[src/design/popc_pkg.sv]
// Package for the path obstacle proximity check: request codes, beat struct,
// register indexes and reset values. Used by every module in design/ except popc_isqrt.
package popc_pkg;

	localparam int PathDepthDef = 1024;
	localparam int ScanDepthDef = 1024;
	localparam int QueueDepth   = 4;

	typedef enum logic [1:0] {
		REQ_PATH = 2'd0,
		REQ_SCAN = 2'd1,
		REQ_EOF  = 2'd2,
		REQ_NONE = 2'd3
	} req_t;

	localparam logic [2:0] REG_CUT     = 3'd0;
	localparam logic [2:0] REG_BOX     = 3'd1;
	localparam logic [2:0] REG_RADIUS  = 3'd2;
	localparam logic [2:0] REG_LIMIT   = 3'd3;
	localparam logic [2:0] REG_CONFIRM = 3'd4;

	localparam logic [14:0] CUT_RST     = 15'd3800;
	localparam logic [14:0] BOX_RST     = 15'd800;
	localparam logic [14:0] RADIUS_RST  = 15'd185;
	localparam logic [15:0] LIMIT_RST   = 16'd20000;
	localparam logic [3:0]  CONFIRM_RST = 4'd4;

	typedef struct packed {
		req_t               req;
		logic signed [15:0] x;
		logic signed [15:0] y;
		logic               first;
	} beat_t;

	typedef struct packed {
		logic               confirmed;
		logic [15:0]        range_cm;
		logic               raw_hit;
		logic signed [15:0] hit_x;
		logic signed [15:0] hit_y;
	} result_t;

	typedef enum logic [3:0] {
		ST_IDLE,
		ST_PRD,
		ST_PCHK,
		ST_SRD,
		ST_SCHK,
		ST_SQ1,
		ST_SQ2,
		ST_ROOT,
		ST_DONE,
		ST_EMIT
	} state_t;

	typedef struct packed {
		logic [14:0] cut;
		logic [14:0] box;
		logic [14:0] radius;
		logic [15:0] limit;
		logic [3:0]  confirm;
	} cfg_t;

endpackage

[src/design/popc_front.sv]
// Front end: takes request beats, drops unused codes, queues the rest.
// Depends on popc_pkg.
module popc_front (
	input  logic              clk,
	input  logic              arst_n,
	input  logic              push,
	output logic              full,
	input  popc_pkg::beat_t   in_beat,
	input  logic              deq,
	output logic              avail,
	output popc_pkg::beat_t   out_beat
);
	localparam int AW = $clog2(popc_pkg::QueueDepth);

	popc_pkg::beat_t mem_q [popc_pkg::QueueDepth];
	logic [AW-1:0] wp_q, rp_q;
	logic [AW:0]   cnt_q;
	logic          wr, rd;

	assign full     = (cnt_q == (AW+1)'(popc_pkg::QueueDepth));
	assign avail    = (cnt_q != '0);
	assign out_beat = mem_q[rp_q];
	assign wr       = push && !full && (in_beat.req != popc_pkg::REQ_NONE);
	assign rd       = deq && avail;

	always_ff @(posedge clk) begin
		if (wr) mem_q[wp_q] <= in_beat;
	end

	always_ff @(posedge clk or negedge arst_n) begin
		if (!arst_n) begin
			wp_q <= '0; rp_q <= '0; cnt_q <= '0;
		end else begin
			if (wr) wp_q <= wp_q + 1'b1;
			if (rd) rp_q <= rp_q + 1'b1;
			cnt_q <= cnt_q + (AW+1)'(wr) - (AW+1)'(rd);
		end
	end
endmodule

[config.mk]
export PLATFORM = sky130hd
export DESIGN_NAME = popc_front
export DESIGN_NICKNAME = d
export VERILOG_FILES = /design/src/design/popc_pkg.sv /design/src/design/popc_front.sv
export SDC_FILE = /design/constraint.sdc
export NUM_CORES = 1
export LEC_CHECK = 0
export BUFFER_PORTS_ARGS = -buffer_cell sky130_fd_sc_hd__buf_4
export CAP_MARGIN = 20
export CELL_PAD_IN_SITES_DETAIL_PLACEMENT = 1
export CELL_PAD_IN_SITES_GLOBAL_PLACEMENT = 1
export CORE_MARGIN = 4
export CORE_UTILIZATION = 45
export CTS_CLUSTER_DIAMETER = 50
export DETAILED_ROUTE_END_ITERATION = 12
export PLACE_DENSITY = 0.8
export SETUP_SLACK_MARGIN = 0.15
export SYNTH_ARGS = -nofsm -noshare
export SYNTH_HDL_FRONTEND = slang
export SYNTH_SLANG_ARGS = --single-unit
[constraint.sdc]
create_clock -name clk -period 2.15 [get_ports clk]
set_clock_uncertainty 0.1 [all_clocks]
set_input_delay 0.43 -clock clk [delete_from_list [all_inputs] [get_ports clk]]
set_output_delay 0.43 -clock clk [all_outputs]
set_load 0.02 [all_outputs]
==> results.md <==
- Fillers: 1022
- Outcome: finished with violations
- Final non-filler cell total: 493
- Largest cells by area after synthesis: edfxtp_1, mux4_2, dfrtp_1
- Arr. time, crit path: 1750 ps
- CTS max path bufs: 2
- Ys Warns: 0
- Power share of the combinational group: 36.6%
- Net Sw Frac: 30.1%
- Vias in the first global route: 3017
- Largest net degree at the start of global routing: 28
- Max_cap viols: 0
- Layout area overhead: 31.2%
- Leak pwr: 2.54 nW
- Hold Fails Final Rpt: 0
- Antenna Diode Count: 0
- FP Rows: 40
- VDD IR max: 0.840 mV
- Overall Power: 0.0105 W
- Buf/Inv on CP: 2
- Clk sinks: 147
- Crit path time final: 2280 ps
- Area share of the largest cell type after synthesis: 76.4%
- GRT Total Usage: 16.9%
- Crit path from: rp_q[0]$_DFFE_PN0P_
- Part of the power in registers: 36.7%
- Vias/cell: 5.31
- Fin area: 0.00722 mm^2
- Met3 Track Usage GR: 6.12%
- Seq/Total Area, Yosys: 79.6%
- Kind of critical path: register to output port
- Worst Hold Class: input pin to register
- Cell chain of the critical path: buf_12, mux4_2, buf_6
- GRT busiest layer: met2
- Startpoint types: register
- Syn avg cell area: 25.1 um^2
- Gpl congestion: 0.686
- Via count: 2619
- First-pass GRT wire length: 17500 um
- Count of different cell masters after synthesis: 17
- Placed Cells: 453
- H-tree levels: 4
- RSZ-0062 raised after global routing: true
- # port buffers: 75
- Pwr per Cell Area: 1460 mW/mm^2
- Final TNS setup: -3440 ps
- Area post-placement: 0.00640 mm^2
- Initial DRC count: 155
- Grt ovf: 0
- Final #Nets: 379
- Clock power share: 26.8%
- Final period utilization: 106%
- Worst Setup End Kind: output port
- CP peak stage delay: 550 ps
- Worst path slowest cell: mux4_2
- Final WL: 11100 um
- Clk root buf: clkbuf_16
- Hold Crit Start: in_beat[24]
- Die Span Y: 119 um
- Peak fanout along the critical path: 15
- Leading area contributor after synthesis: edfxtp_1
- Final setup violation count: 37
- CP delay by family, top: multiplexers
- TritonCTS clock tree: done
- Clock buffer count from CTS: 17
- Routed len/inst: 22.6 um
- Share of layout cells above drive strength 1: 53.8%
- Io pins: 76
- Post-route DRC: 0
- Number of synthesized register bits: 147
- Final Worst Setup Slack: -128 ps
- Internal power: 0.00735 W
- Worst rel slew slack: 84.6%
- Final core utilization: 60.1%
- WP data required: 1620 ps
- Worst slew pin tran: 231 ps
- Starting density of the core: 45.8%
- P_sw: 0.00317 W
- DP HPWL: 6960 um
- Most frequent cells in the layout: edfxtp_1, buf_4, buf_6, mux4_2, clkbuf_16
- RR Startpoint: cnt_q[2]$_DFF_PN0_
- Syn nets: 265
- Failing checks: negative setup slack
- Clock Latency Late Sink: 410 ps
- Met2 Use GR: 30.6%
- Mapped Cells: 219
- TritonRoute pass-1 iters: 4
- Post-synthesis instance area: 0.00550 mm^2
- Die area: 0.0141 mm^2
- Die Width: 119 um
- Most common cell after layout, fill and taps aside: edfxtp_1
- Max frequency: 439 MHz
- Clk slew on worst S/H paths: 60 ps
- Antenna-violating nets left: 0
- Core ar.: 0.0120 mm^2
- Global-route met1 utilization: 18.9%
- Fin. max-slew vios: 0
- Initial antenna violation count: 0
## layout make-up
cell class / instances / area [um^2] / share of cell area (%)
clock inverter: 13 / 138 / 1.91
timing repair buffer: 103 / 973 / 13.5
inverter: 7 / 28.8 / 0.399
tap: 147 / 184 / 2.55
clock buffer: 19 / 433 / 6.00
multi-input combinational: 57 / 1080 / 14.9
sequential: 147 / 4380 / 60.7
## registers in the layout, summed over array words and instances (netlist names)
register and cells:
cnt_q 3, mem_q 140, rp_q 2, wp_q 2
## worst paths after layout
| kind | to | depth (start not counted) | slack, ps |
|---|---|---|---|
| max | out_beat[27] | 3 | -130 |
| min reg2reg | wp_q[1]$_DFFE_PN0P_ | 1 | 500 |
| min in group asynchronous | cnt_q[1]$_DFF_PN0_ | 2 | 270 |
| min | mem_q[1][24]$_DFFE_PP_ | 1 | 120 |
| max reg2reg | cnt_q[2]$_DFF_PN0_ | 9 | -70 |
| max in group asynchronous | rp_q[0]$_DFFE_PN0P_ | 2 | 1530 |
## Yosys cell counts
cell,instances
a211oi_4,1
buf_2,4
inv_1,7
xnor2_1,4
edfxtp_1,140
mux4_2,35
ha_1,6
and2_2,4
nand2_1,1
mux2_4,1
nor3b_4,1
xor2_1,1
dfrtp_1,7
fa_1,1
or3_2,1
buf_6,4
o31a_2,1
## kinds of logic (layout without fill, tap and decap cells)
family,Yosys count,in the layout,share of synthesized area [%]
DFF,147,147,79.6
xor gates and xnor gates,5,5,0.796
adders and majority gates,7,7,1.73
and+or+nand+nor,7,7,1.09
AOI/OAI and AO/OA,2,2,0.546
muxes,36,36,14.6
buffers and inverters,15,142,1.66
## per-layer routing
metal	wire (um)	up-vias
met5	0	-
met4	97	0
met3	553	9
met2	6240	66
met1	4250	1403
li1	-	1141
## repair_timing
item	4_1_cts	5_1_grt
setup endpoints to repair	38	38
setup buffers	3	4
pin swaps	5	6
endpoints found under the hold margin	7	0
resized for setup	46	3
cloned	0	0
hold buffers	1	0
## power groups by stage
stage,registers [W],logic [W],clock network (W)
floorplan,0.00383,0.00210,0
global placement,0.00386,0.00333,0
detailed placement,0.00391,0.00340,0
CTS,0.00387,0.00386,0.00288
global route,0.00390,0.00410,0.00304
finish,0.00386,0.00385,0.00281
## stage by stage
step,hold WS [ps],setup WS (ps)
final,122,-128
after global routing,96.5,-209
after CTS,98.9,-165
after detailed placement,158,-189
after global placement,156,-39.0
after floorplan,34.4,-73.7
No activity file was read; power rests on OpenSTA's default activity.
